==> config.mk <==
export PLATFORM = sky130hd
export DESIGN_NAME = double_ended_queue_unit
export DESIGN_NICKNAME = d
export VERILOG_FILES = /design/src/rtl/dqu_pkg.sv /design/src/rtl/dqu_ctrl.sv /design/src/rtl/dqu_dpath.sv /design/src/rtl/double_ended_queue_unit.sv
export SDC_FILE = /design/constraint.sdc
export NUM_CORES = 1
export LEC_CHECK = 0
export BUFFER_PORTS_ARGS = -buffer_cell sky130_fd_sc_hd__buf_2
export CAP_MARGIN = 20
export CORE_ASPECT_RATIO = 0.8
export CORE_UTILIZATION = 30
export DETAILED_ROUTE_END_ITERATION = 16
export GPL_TIMING_DRIVEN = 0
export MAX_ROUTING_LAYER = met4
export PLACE_DENSITY = 0.53
export SYNTH_ARGS = -nofsm -noshare
export SYNTH_HDL_FRONTEND = slang
export SYNTH_SLANG_ARGS = --single-unit
==> constraint.sdc <==
create_clock -name clk -period 6.04 [get_ports clk]
set_input_delay 1.208 -clock clk [delete_from_list [all_inputs] [get_ports clk]]
set_output_delay 1.208 -clock clk [all_outputs]
set_load 0.005 [all_outputs]
==> src/rtl/dqu_pkg.sv <==
// Shared constants, request codes and controller/datapath interface types for the deque unit.
package dqu_pkg;

    // Queue geometry
    localparam int DEPTH   = 16;
    localparam int ADDR_W  = (DEPTH > 1) ? $clog2(DEPTH) : 1;
    localparam int CNT_W   = $clog2(DEPTH + 1);

    // Field widths
    localparam int OP_W    = 3;
    localparam int DATA_W  = 32;
    localparam int POS_W   = 4;
    localparam int STAT_W  = 2;
    localparam int CMP_W   = (CNT_W > POS_W) ? CNT_W : POS_W;

    // Largest dump report, one result per position value
    localparam int MAX_OUT = 2 ** POS_W;

    // Request opcodes
    localparam logic [OP_W-1:0] OP_PUSH_BACK  = 3'd0;
    localparam logic [OP_W-1:0] OP_PUSH_FRONT = 3'd1;
    localparam logic [OP_W-1:0] OP_POP_BACK   = 3'd2;
    localparam logic [OP_W-1:0] OP_POP_FRONT  = 3'd3;
    localparam logic [OP_W-1:0] OP_READ       = 3'd4;
    localparam logic [OP_W-1:0] OP_DUMP       = 3'd5;

    // Result status codes
    localparam logic [STAT_W-1:0] ST_OK        = 2'd0;
    localparam logic [STAT_W-1:0] ST_EMPTY     = 2'd1;
    localparam logic [STAT_W-1:0] ST_NOT_FOUND = 2'd2;
    localparam logic [STAT_W-1:0] ST_FULL      = 2'd3;

    // Commands from the controller to the datapath
    typedef struct packed {
        logic capture;   // latch the accepted request
        logic exec;      // access the store, update pointers, stage the result
        logic load;      // move the staged result into the output register
        logic advance;   // step to the next dump entry
    } dqu_cmd_t;

    // Status from the datapath to the controller
    typedef struct packed {
        logic op_valid;  // latched opcode gives a result
        logic out_free;  // output register can take a result this cycle
        logic more;      // staged result is a dump entry that is not the last
    } dqu_sts_t;

    // Ring slot of the entry at a given offset from the front
    function automatic logic [ADDR_W-1:0] ring_slot(
        input logic [ADDR_W-1:0] front,
        input logic [CMP_W-1:0]  offset
    );
        logic [CMP_W:0] sum;
        sum = (CMP_W + 1)'(front) + (CMP_W + 1)'(offset);
        if (sum >= (CMP_W + 1)'(DEPTH))
        begin
            sum = sum - (CMP_W + 1)'(DEPTH);
        end
        return sum[ADDR_W-1:0];
    endfunction

endpackage

==> src/rtl/dqu_ctrl.sv <==
// Sequencing state machine for the deque unit.
module dqu_ctrl (
    input  logic              clk,
    input  logic              rst_n,
    input  logic              req_valid,
    output logic              req_stall,
    input  dqu_pkg::dqu_sts_t sts,
    output dqu_pkg::dqu_cmd_t cmd
);

    localparam logic [1:0] S_IDLE = 2'd0;
    localparam logic [1:0] S_EXEC = 2'd1;
    localparam logic [1:0] S_LOAD = 2'd2;

    logic [1:0] state_reg;
    logic [1:0] state_next;

    always_ff @(posedge clk or negedge rst_n)
    begin
        if (!rst_n)
        begin
            state_reg <= S_IDLE;
        end
        else
        begin
            state_reg <= state_next;
        end
    end

    always_comb
    begin
        state_next  = state_reg;
        cmd         = '0;
        req_stall   = 1'b1;
        case (state_reg)
            S_IDLE:
            begin
                req_stall = 1'b0;
                if (req_valid)
                begin
                    cmd.capture = 1'b1;
                    state_next  = S_EXEC;
                end
            end
            S_EXEC:
            begin
                cmd.exec   = 1'b1;
                state_next = sts.op_valid ? S_LOAD : S_IDLE;
            end
            S_LOAD:
            begin
                if (sts.out_free)
                begin
                    cmd.load = 1'b1;
                    if (sts.more)
                    begin
                        cmd.advance = 1'b1;
                        state_next  = S_EXEC;
                    end
                    else
                    begin
                        state_next = S_IDLE;
                    end
                end
            end
            default:
            begin
                state_next = S_IDLE;
            end
        endcase
    end

endmodule

==> src/rtl/dqu_dpath.sv <==
// Ring store, front/count pointers, staged result and output register of the deque unit.
module dqu_dpath (
    input  logic                                  clk,
    input  logic                                  rst_n,
    input  dqu_pkg::dqu_cmd_t                     cmd,
    output dqu_pkg::dqu_sts_t                     sts,
    input  logic [dqu_pkg::OP_W-1:0]              opcode,
    input  logic signed [dqu_pkg::DATA_W-1:0]     data_value,
    input  logic [dqu_pkg::POS_W-1:0]             position,
    output logic                                  rsp_valid,
    input  logic                                  rsp_stall,
    output logic [dqu_pkg::STAT_W-1:0]            status,
    output logic signed [dqu_pkg::DATA_W-1:0]     result_value,
    output logic [dqu_pkg::POS_W-1:0]             result_position,
    output logic                                  last
);

    // Latched request
    logic [dqu_pkg::OP_W-1:0]   op_reg;
    logic [dqu_pkg::DATA_W-1:0] data_reg;
    logic [dqu_pkg::POS_W-1:0]  pos_reg;

    // Queue state
    logic [dqu_pkg::ADDR_W-1:0] front_reg;
    logic [dqu_pkg::ADDR_W-1:0] front_next;
    logic [dqu_pkg::CNT_W-1:0]  count_reg;
    logic [dqu_pkg::CNT_W-1:0]  count_next;
    logic [dqu_pkg::POS_W-1:0]  dump_idx_reg;

    // Store
    logic [dqu_pkg::DATA_W-1:0] mem [dqu_pkg::DEPTH];
    logic [dqu_pkg::DATA_W-1:0] rdata_reg;
    logic [dqu_pkg::ADDR_W-1:0] mem_addr;
    logic                       mem_we;

    // Staged result
    logic [dqu_pkg::STAT_W-1:0] stg_status_reg;
    logic [dqu_pkg::POS_W-1:0]  stg_pos_reg;
    logic                       stg_hasval_reg;
    logic                       stg_last_reg;
    logic                       stg_more_reg;
    logic [dqu_pkg::STAT_W-1:0] stg_status_next;
    logic [dqu_pkg::POS_W-1:0]  stg_pos_next;
    logic                       stg_hasval_next;
    logic                       stg_last_next;

    // Output register
    logic                       rsp_valid_reg;
    logic [dqu_pkg::STAT_W-1:0] status_reg;
    logic [dqu_pkg::DATA_W-1:0] value_reg;
    logic [dqu_pkg::POS_W-1:0]  rpos_reg;
    logic                       last_reg;

    logic                       full;
    logic                       empty;
    logic [dqu_pkg::CNT_W-1:0]  count_dec;
    logic [dqu_pkg::ADDR_W-1:0] front_inc;
    logic [dqu_pkg::ADDR_W-1:0] front_dec;
    logic                       read_hit;
    logic                       dump_end;

    assign full      = (count_reg == dqu_pkg::CNT_W'(dqu_pkg::DEPTH));
    assign empty     = (count_reg == '0);
    assign count_dec = count_reg - dqu_pkg::CNT_W'(1);
    assign front_inc = (front_reg == dqu_pkg::ADDR_W'(dqu_pkg::DEPTH - 1)) ?
                       '0 : front_reg + dqu_pkg::ADDR_W'(1);
    assign front_dec = (front_reg == '0) ?
                       dqu_pkg::ADDR_W'(dqu_pkg::DEPTH - 1) : front_reg - dqu_pkg::ADDR_W'(1);
    assign read_hit  = (dqu_pkg::CMP_W'(pos_reg) < dqu_pkg::CMP_W'(count_reg));
    // Last dump entry: end of the queue or the final reportable position
    assign dump_end  = ((dqu_pkg::CMP_W'(dump_idx_reg) + dqu_pkg::CMP_W'(1))
                        == dqu_pkg::CMP_W'(count_reg))
                       || (dump_idx_reg == dqu_pkg::POS_W'(dqu_pkg::MAX_OUT - 1));

    always_comb
    begin
        mem_addr        = front_reg;
        mem_we          = 1'b0;
        front_next      = front_reg;
        count_next      = count_reg;
        stg_status_next = dqu_pkg::ST_OK;
        stg_pos_next    = '0;
        stg_hasval_next = 1'b0;
        stg_last_next   = 1'b1;
        case (op_reg)
            dqu_pkg::OP_PUSH_BACK:
            begin
                mem_addr = dqu_pkg::ring_slot(front_reg, dqu_pkg::CMP_W'(count_reg));
                if (full)
                begin
                    stg_status_next = dqu_pkg::ST_FULL;
                end
                else
                begin
                    mem_we       = 1'b1;
                    count_next   = count_reg + dqu_pkg::CNT_W'(1);
                    stg_pos_next = count_reg[dqu_pkg::POS_W-1:0];
                end
            end
            dqu_pkg::OP_PUSH_FRONT:
            begin
                mem_addr = front_dec;
                if (full)
                begin
                    stg_status_next = dqu_pkg::ST_FULL;
                end
                else
                begin
                    mem_we     = 1'b1;
                    front_next = front_dec;
                    count_next = count_reg + dqu_pkg::CNT_W'(1);
                end
            end
            dqu_pkg::OP_POP_BACK:
            begin
                mem_addr = dqu_pkg::ring_slot(front_reg, dqu_pkg::CMP_W'(count_dec));
                if (empty)
                begin
                    stg_status_next = dqu_pkg::ST_EMPTY;
                end
                else
                begin
                    count_next      = count_dec;
                    stg_pos_next    = count_dec[dqu_pkg::POS_W-1:0];
                    stg_hasval_next = 1'b1;
                end
            end
            dqu_pkg::OP_POP_FRONT:
            begin
                mem_addr = front_reg;
                if (empty)
                begin
                    stg_status_next = dqu_pkg::ST_EMPTY;
                end
                else
                begin
                    front_next      = front_inc;
                    count_next      = count_dec;
                    stg_hasval_next = 1'b1;
                end
            end
            dqu_pkg::OP_READ:
            begin
                mem_addr     = dqu_pkg::ring_slot(front_reg, dqu_pkg::CMP_W'(pos_reg));
                stg_pos_next = pos_reg;
                if (read_hit)
                begin
                    stg_hasval_next = 1'b1;
                end
                else
                begin
                    stg_status_next = dqu_pkg::ST_NOT_FOUND;
                end
            end
            dqu_pkg::OP_DUMP:
            begin
                mem_addr = dqu_pkg::ring_slot(front_reg, dqu_pkg::CMP_W'(dump_idx_reg));
                if (empty)
                begin
                    stg_status_next = dqu_pkg::ST_EMPTY;
                end
                else
                begin
                    stg_pos_next    = dump_idx_reg;
                    stg_hasval_next = 1'b1;
                    stg_last_next   = dump_end;
                end
            end
            default:
            begin
                mem_addr = front_reg;
            end
        endcase
    end

    // Store: one access per exec step, read data registered
    always_ff @(posedge clk)
    begin
        if (cmd.exec)
        begin
            if (mem_we)
            begin
                mem[mem_addr] <= data_reg;
            end
            rdata_reg <= mem[mem_addr];
        end
    end

    // Request latch and staged result
    always_ff @(posedge clk)
    begin
        if (cmd.capture)
        begin
            op_reg   <= opcode;
            data_reg <= data_value;
            pos_reg  <= position;
        end
        if (cmd.exec)
        begin
            stg_status_reg <= stg_status_next;
            stg_pos_reg    <= stg_pos_next;
            stg_hasval_reg <= stg_hasval_next;
            stg_last_reg   <= stg_last_next;
        end
        if (cmd.load)
        begin
            status_reg <= stg_status_reg;
            value_reg  <= stg_hasval_reg ? rdata_reg : '0;
            rpos_reg   <= stg_pos_reg;
            last_reg   <= stg_last_reg;
        end
    end

    always_ff @(posedge clk or negedge rst_n)
    begin
        if (!rst_n)
        begin
            front_reg     <= '0;
            count_reg     <= '0;
            dump_idx_reg  <= '0;
            stg_more_reg  <= 1'b0;
            rsp_valid_reg <= 1'b0;
        end
        else
        begin
            if (cmd.exec)
            begin
                front_reg    <= front_next;
                count_reg    <= count_next;
                stg_more_reg <= (op_reg == dqu_pkg::OP_DUMP) && !stg_last_next;
            end
            if (cmd.capture)
            begin
                dump_idx_reg <= '0;
            end
            else if (cmd.advance)
            begin
                dump_idx_reg <= dump_idx_reg + dqu_pkg::POS_W'(1);
            end
            if (cmd.load)
            begin
                rsp_valid_reg <= 1'b1;
            end
            else if (!rsp_stall)
            begin
                rsp_valid_reg <= 1'b0;
            end
        end
    end

    assign sts.op_valid = op_reg inside {dqu_pkg::OP_PUSH_BACK, dqu_pkg::OP_PUSH_FRONT,
                                         dqu_pkg::OP_POP_BACK, dqu_pkg::OP_POP_FRONT,
                                         dqu_pkg::OP_READ, dqu_pkg::OP_DUMP};
    assign sts.out_free = !rsp_valid_reg || !rsp_stall;
    assign sts.more     = stg_more_reg;

    assign rsp_valid       = rsp_valid_reg;
    assign status          = status_reg;
    assign result_value    = value_reg;
    assign result_position = rpos_reg;
    assign last            = last_reg;

endmodule

==> src/rtl/double_ended_queue_unit.sv <==
// Top level of the bounded double-ended queue unit.
//
//  Channel   Handshake             Payload
//  --------  --------------------  ----------------------------------------------
//  request   req_valid/req_stall   opcode, data_value, position
//  result    rsp_valid/rsp_stall   status, result_value, result_position, last
//
// One request is in flight at a time. Push, pop and read each go through
// accept, one store access and a load of the output register. A dump does
// a store read and an output load for each reported entry, up to sixteen entries;
// opcodes six and seven are dropped after the access step with no result.
// A stalled result holds the output register; req_stall stays high until the
// last result of a request is loaded. Reset clears front, count and handshakes.
module double_ended_queue_unit (
    input  logic                              clk,
    input  logic                              rst_n,
    input  logic                              req_valid,
    output logic                              req_stall,
    input  logic [dqu_pkg::OP_W-1:0]          opcode,
    input  logic signed [dqu_pkg::DATA_W-1:0] data_value,
    input  logic [dqu_pkg::POS_W-1:0]         position,
    output logic                              rsp_valid,
    input  logic                              rsp_stall,
    output logic [dqu_pkg::STAT_W-1:0]        status,
    output logic signed [dqu_pkg::DATA_W-1:0] result_value,
    output logic [dqu_pkg::POS_W-1:0]         result_position,
    output logic                              last
);

    dqu_pkg::dqu_cmd_t cmd;
    dqu_pkg::dqu_sts_t sts;

    // Sequence each request: accept, access the store, deliver results
    dqu_ctrl u_ctrl (
        .clk       (clk),
        .rst_n     (rst_n),
        .req_valid (req_valid),
        .req_stall (req_stall),
        .sts       (sts),
        .cmd       (cmd)
    );

    // Hold the ring store, pointers and the output register
    dqu_dpath u_dpath (
        .clk             (clk),
        .rst_n           (rst_n),
        .cmd             (cmd),
        .sts             (sts),
        .opcode          (opcode),
        .data_value      (data_value),
        .position        (position),
        .rsp_valid       (rsp_valid),
        .rsp_stall       (rsp_stall),
        .status          (status),
        .result_value    (result_value),
        .result_position (result_position),
        .last            (last)
    );

endmodule
==> flow_summary.yaml, run 1 <==
synth:
  yosysWarnings: 0
  synth_edf_count: 630
  syn-num-nets: 1950
  syn_area_um2: 27100
  ys_ff_latch: 647
  ys_seq_area_share_pct: 71.3
  synth_cells: 1894
  postSynthAreaPerCell_um2: 14.3
  synth_cell_types: 70
  async_reset_ff_share_pct: 2.63
  ys.flop_type: "edfxtp_1"
status:
  outcome: "completed"
placement:
  finalWeightedCongestion: 0.908
  dp_hpwl_um: 60100
  placed_cell_area_um2: 29800
  portBuffers: 83
  pre_cts_slack_ns: 0.379
critical_path:
  r2r_cells: 18
  crit_required_ns: 6.36
  worst_setup_path_start_kind: "flip-flop"
  end_kind: "flip-flop"
  arrival_ns: 6.20
  cp_max_fo: 10
  r2r-start: "u_dpath.op_reg[2]$_DFFE_PP_"
  path_class: "flip-flop to flip-flop"
  regToRegSetupSlack_ns: 0.16
  r2r_end: "u_dpath.mem[4][11]$_DFFE_PP_"
grt:
  track_usage_pct: 18.9
  grt_pass1_wl_um: 125000
  grt_max_degree: 28
  antenna_found_initial: 1
  overflow: 0
  grt_pass1_vias: 18000
sta:
  layout_min_cycle_time_ns: 5.88
  worst_slack_ns: 0.159
  max_freq_ghz: 0.170
  rsz0062_at_grt: "yes"
  maxSlewViolCount: 0
  holdWs_ns: 0.418
  fin_crit_sh_pct: 97.4
  max_slew_margin_pct: 31.4
  final-hold-violation-count: 0
  setup_viol: 0
  skew_ns: 0.0245
  worst_pin_slew_ns: 1.03
floorplan:
  rows: 98
  start_util_pct: 30.3
  die_h_um: 271
  io_pins: 84
  core_um2: 89400
  dieWidth_um: 338
  die_area_um2: 91600
final_layout:
  largest_register: "u_dpath.mem"
  final_util_pct: 36.0
  largest_reg_flops: 512
  drive_above_1_share_pct: 19.2
  finalInstanceArea_um2: 32200
  area_delta_synth_final_pct: 18.6
  nets: 2161
  antennaDiodeCount: 0
drt:
  routed_wl_um: 85600
  wl_per_cell_um: 25.5
  final_antenna_net_count: 0
  num_vias: 18500
  route.detailed.drc: 0
  via_per_inst: 5.51
  dr.pass1.iters: 6
  drtIter0Drc: 2330
min_path:
  min_to: "u_dpath.last$_DFFE_PP_"
  holdPathStages: 0
  hold_path.class: "flip-flop to flip-flop"
  min_from: "u_dpath.stg_last_reg$_DFFE_PP_"
power_and_ir_drop:
  leakagePower_nw: 10.3
  power.density_nw_per_um2: 551
  power.ir.vdd_worst_v: 0.000246
clock_tree:
  post_cts_resized: 0
  clk_pin_slew_ns: 0.06
  htree_levels: 3
  max-clock-path-buffers: 3
  cts-root-buf: "clkbuf_16"
  cts_tree: "done"
  cts_buffers: 70
  cts_hold_buf: 0
  clock_latency_ns: 0.63
  clock_sinks: 647
run:
  drv_cap: 0
## synth_stat cells, types with 36 or more instances
| library cell | instances | area (um^2) |
|---|---|---|
| nor3_1 | 137 | 686 |
| clkbuf_1 | 57 | 214 |
| o21ai_0 | 184 | 921 |
| edfxtp_1 | 630 | 18900 |
| a32oi_1 | 65 | 569 |
| o211ai_1 | 65 | 488 |
| a221oi_1 | 64 | 561 |
| buf_2 | 99 | 495 |
| a311oi_1 | 64 | 561 |
| a21oi_1 | 147 | 736 |
| mux2i_1 | 36 | 360 |
| nor2_1 | 42 | 158 |
## metrics by stage
step                      cells  setup TNS (ns)  power (mW)
after floorplan            1894               0        10.4
after global placement     3177        -1527.02        13.1
after detailed placement   3233               0        13.3
after CTS                  3360               0        17.7
after global routing       3360          -0.970        18.5
final                      3360               0        17.7
## placed cells by master, fill, tap and decap left out, types with 17 or more instances in the layout
cell type | Yosys | layout
nor2_1 | 42 | 41
and2_1 | 33 | 33
buf_2 | 99 | 182
o211ai_1 | 65 | 65
buf_4 | 19 | 21
a32oi_1 | 65 | 65
dfrtp_1 | 17 | 17
buf_6 | 5 | 53
mux2i_1 | 36 | 36
clkbuf_1 | 57 | 68
a21oi_1 | 147 | 146
clkbuf_16 | 0 | 74
a221oi_1 | 64 | 64
o21ai_0 | 184 | 184
nand4_1 | 34 | 34
o21ai_1 | 21 | 21
edfxtp_1 | 630 | 630
nand2_1 | 31 | 31
a311oi_1 | 64 | 64
nor3_1 | 137 | 129
## kinds of logic (layout without fill, tap and decap cells)
logic type                 count (synthesis)  in the layout  synth area share, %
adders and majority gates                 13             13                0.627
muxes                                     40             40                 1.51
AOI/OAI and AO/OA                        651            651                 15.9
xor gates and xnor gates                  18             18                0.581
DFF                                      647            647                 71.3
and+or+nand+nor                          319            319                 6.18
buffers and inverters                    206            472                 3.83
## routing by layer
metal  share of wire, %  GRT usage [%]  wire length (um)
met3                9.0           3.91              7670
met4                3.5           6.66              2980
met5                  0              -                 0
met2                 44           27.5             37500
met1                 44           26.1             37500
## worst max-delay path: stages (launching register included)
cell	delay (ns)
edfxtp_1	0.34
buf_6	0.15
buf_4	0.20
clkbuf_1	0.40
nand2_1	0.14
o22a_1	0.21
o221ai_1	0.23
ha_1	0.22
inv_1	0.06
fa_1	0.52
nand2_1	0.06
a21o_1	0.21
nand2_1	0.19
buf_2	0.33
buf_1	0.66
nand2_1	0.33
nor3_2	0.89
buf_6	0.25
buf_6	0.18
## power by group
group | switching, mW | internal (mW) | total (mW)
registers | 0.326 | 5.71 | 6.03
clock network | 1.80 | 2.63 | 4.42
logic | 4.96 | 2.30 | 7.26
total | 7.09 | 10.6 | 17.7
## timing repair
| action | 4_1_cts | 5_1_grt |
|---|---|---|
| setup buffers | 0 | 0 |
| endpoints found under the hold margin | 0 | 0 |
| endpoints found under the setup margin | 0 | 29 |
## cell type report
class	count	area, um^2
Clock inverter	42	458
Fill cell	8522	57200
Clock buffer	85	1890
Buffer	192	986
Sequential cell	647	19300
Tap cell	1200	1500
Multi-Input combinational cell	1041	6840
Timing Repair Buffer	139	1090
Inverter	14	52.6
## how the worst max path moves through the flow
stage                                            from                            to  cells past startpoint
after detailed placement  u_dpath.op_reg[2]$_DFFE_PP_  u_dpath.mem[4][11]$_DFFE_PP_                     18
after CTS                 u_dpath.op_reg[2]$_DFFE_PP_  u_dpath.mem[4][22]$_DFFE_PP_                     18
after global routing      u_dpath.op_reg[2]$_DFFE_PP_   u_dpath.mem[4][7]$_DFFE_PP_                     18
after global placement    u_dpath.op_reg[2]$_DFFE_PP_  u_dpath.mem[4][15]$_DFFE_PP_                     16
final                     u_dpath.op_reg[2]$_DFFE_PP_  u_dpath.mem[4][11]$_DFFE_PP_                     18
after floorplan           u_dpath.op_reg[2]$_DFFE_PP_  u_dpath.mem[13][0]$_DFFE_PP_                     16
Note: power is estimated with default switching activity, not from simulation.
==> inputs of run 2 (changes only) <==
--- a/config.mk
+++ b/config.mk
@@ -9,6 +9,7 @@
 export CAP_MARGIN = 20
 export CORE_ASPECT_RATIO = 0.8
 export CORE_UTILIZATION = 30
+export CTS_BUF_LIST = sky130_fd_sc_hd__clkbuf_2 sky130_fd_sc_hd__clkbuf_4 sky130_fd_sc_hd__clkbuf_8
 export DETAILED_ROUTE_END_ITERATION = 16
 export GPL_TIMING_DRIVEN = 0
 export MAX_ROUTING_LAYER = met4
==> flow_summary.yaml, run 2 (synthesis gave the netlist of run 1 again) <==
critical_path:
  arrival_ns: 6.20
  crit_required_ns: 6.45
  cp_num_buf_inv: 8
  cp_common_cell: "nand2_1"
  end_kind: "flip-flop"
  r2r-start: "u_dpath.op_reg[2]$_DFFE_PP_"
  r2r_end: "u_dpath.mem[4][4]$_DFFE_PP_"
  worst_setup_path_start_kind: "flip-flop"
  cp_top_family: "buffers and inverters"
  cp_max_fo: 10
  cpPeakStageDelay_ns: 0.82
  regToRegSetupSlack_ns: 0.25
  crit_chain: "buf_6 > buf_4 > clkbuf_1 > nand2_1 > o22a_1 > o221ai_1 > ha_1 > inv_1 > fa_1 > nand2_1 > a21o_1 > nand2_1 > buf_2 > buf_1 > nand2_1 > nor3_2 > buf_6 > buf_6"
  path_class: "flip-flop to flip-flop"
  r2r_cells: 18
  cpMaxStageDelayCell: "nor3_2"
sta:
  final-hold-violation-count: 0
  holdWs_ns: 0.417
  rsz0062_at_grt: "yes"
  maxSlewViolCount: 0
  fin_crit_sh_pct: 95.9
  setup_viol: 0
  max_freq_ghz: 0.173
  layout_min_cycle_time_ns: 5.79
  skew_ns: 0.0415
  worst_slack_ns: 0.250
  max_slew_margin_pct: 31.6
  worst_pin_slew_ns: 1.02
clock_tree:
  cts-root-buf: "clkbuf_8"
  cts_buffers: 106
  max-clock-path-buffers: 3
  clock_latency_ns: 0.73
  post_cts_buffers: 0
  cts_tree: "done"
  clock_sinks: 647
  cts_hold_buf: 0
  post_cts_resized: 0
  htree_levels: 3
  clk_pin_slew_ns: 0.06
grt:
  track_usage_pct: 19.0
  grt_pass1_vias: 18300
  antenna_found_initial: 2
  grt_max_degree: 28
  grt_pass1_wl_um: 126000
  overflow: 0
floorplan:
  die_h_um: 271
  die_area_um2: 91600
  io_pins: 84
  dieWidth_um: 338
  core_um2: 89400
  rows: 98
  start_util_pct: 30.3
drt:
  dr.pass1.iters: 5
  via_per_inst: 5.46
  final_antenna_net_count: 0
  drtIter0Drc: 2527
  routed_wl_um: 86000
  num_vias: 18700
  route.detailed.drc: 0
  wl_per_cell_um: 25.1
final_layout:
  area_delta_synth_final_pct: 17.8
  finalInstanceArea_um2: 31900
  layout_commonest_cell: "edfxtp_1"
  largest_register: "u_dpath.mem"
  largest_reg_flops: 512
  fin_cells: 3427
  drive_above_1_share_pct: 21.2
  final_cell_mix: "630 x edfxtp_1, 184 x o21ai_0, 182 x buf_2"
  nets: 2197
power_and_ir_drop:
  power_mw: 17.2
  leakagePower_nw: 10.3
  power.ir.vdd_worst_v: 0.000227
  power.density_nw_per_um2: 538
placement:
  pre_cts_slack_ns: 0.379
  finalWeightedCongestion: 0.908
  placed_cells: 3233
  dp_hpwl_um: 60100
  portBuffers: 83
  placed_cell_area_um2: 29800
run:
  drv_cap: 0
min_path:
  min_to: "u_dpath.status[0]$_DFFE_PP_"
  holdPathStages: 0
  min_from: "u_dpath.stg_status_reg[0]$_DFFE_PP_"
  hold_path.class: "flip-flop to flip-flop"
status:
  outcome: "completed"
-- run 2: changes by cell type in the layout (fill, tap and decap cells not counted), moves of 3 or more --
cell / previous run / this run
clkbuf_1: 68 / 57
clkbuf_8: 0 / 111
clkbuf_16: 74 / 0
clkinv_1: 12 / 31
clkbuf_4: 0 / 29
bufinv_16: 9 / 6
inv_6: 3 / 0
-- run 2: how the worst max path moves through the flow --
stage,startpoint,to,slack (ns),cells past startpoint
finish,u_dpath.op_reg[2]$_DFFE_PP_,u_dpath.mem[4][4]$_DFFE_PP_,0.25,18
global route,u_dpath.op_reg[2]$_DFFE_PP_,u_dpath.mem[4][4]$_DFFE_PP_,-0.02,18
CTS,u_dpath.op_reg[2]$_DFFE_PP_,u_dpath.mem[4][4]$_DFFE_PP_,0.36,18
detailed placement,u_dpath.op_reg[2]$_DFFE_PP_,u_dpath.mem[4][11]$_DFFE_PP_,0.38,18
global placement,u_dpath.op_reg[2]$_DFFE_PP_,u_dpath.mem[4][15]$_DFFE_PP_,-3.64,16
floorplan,u_dpath.op_reg[2]$_DFFE_PP_,u_dpath.mem[13][0]$_DFFE_PP_,0.16,16
-- run 2: power breakdown --
| group | switching (mW) | internal, mW |
|---|---|---|
| clock | 1.78 | 2.13 |
| combinational | 4.95 | 2.30 |
| sequential | 0.326 | 5.71 |
-- run 2: layout make-up --
type	instances	area (um^2)
inverter	14	52.6
sequential	647	19300
buffer	192	986
timing repair buffer	139	1090
tap	1200	1500
multi-input combinational	1041	6840
antenna	1	2.50
fill	8555	57400
clock inverter	53	385
clock buffer	140	1750
-- run 2: per-layer routing --
metal	wire, um	GRT usage, %
met2	37700	27.7
met4	2770	6.38
met5	0	-
met1	38300	26.3
met3	7260	3.76
-- run 2: per-stage QoR --
step	utilization (%)	setup TNS, ns
after detailed placement	33.3	0
after global routing	35.7	-0.200
final	35.7	0
after global placement	32.5	-1527.02
after CTS	35.7	0
after floorplan	-	0
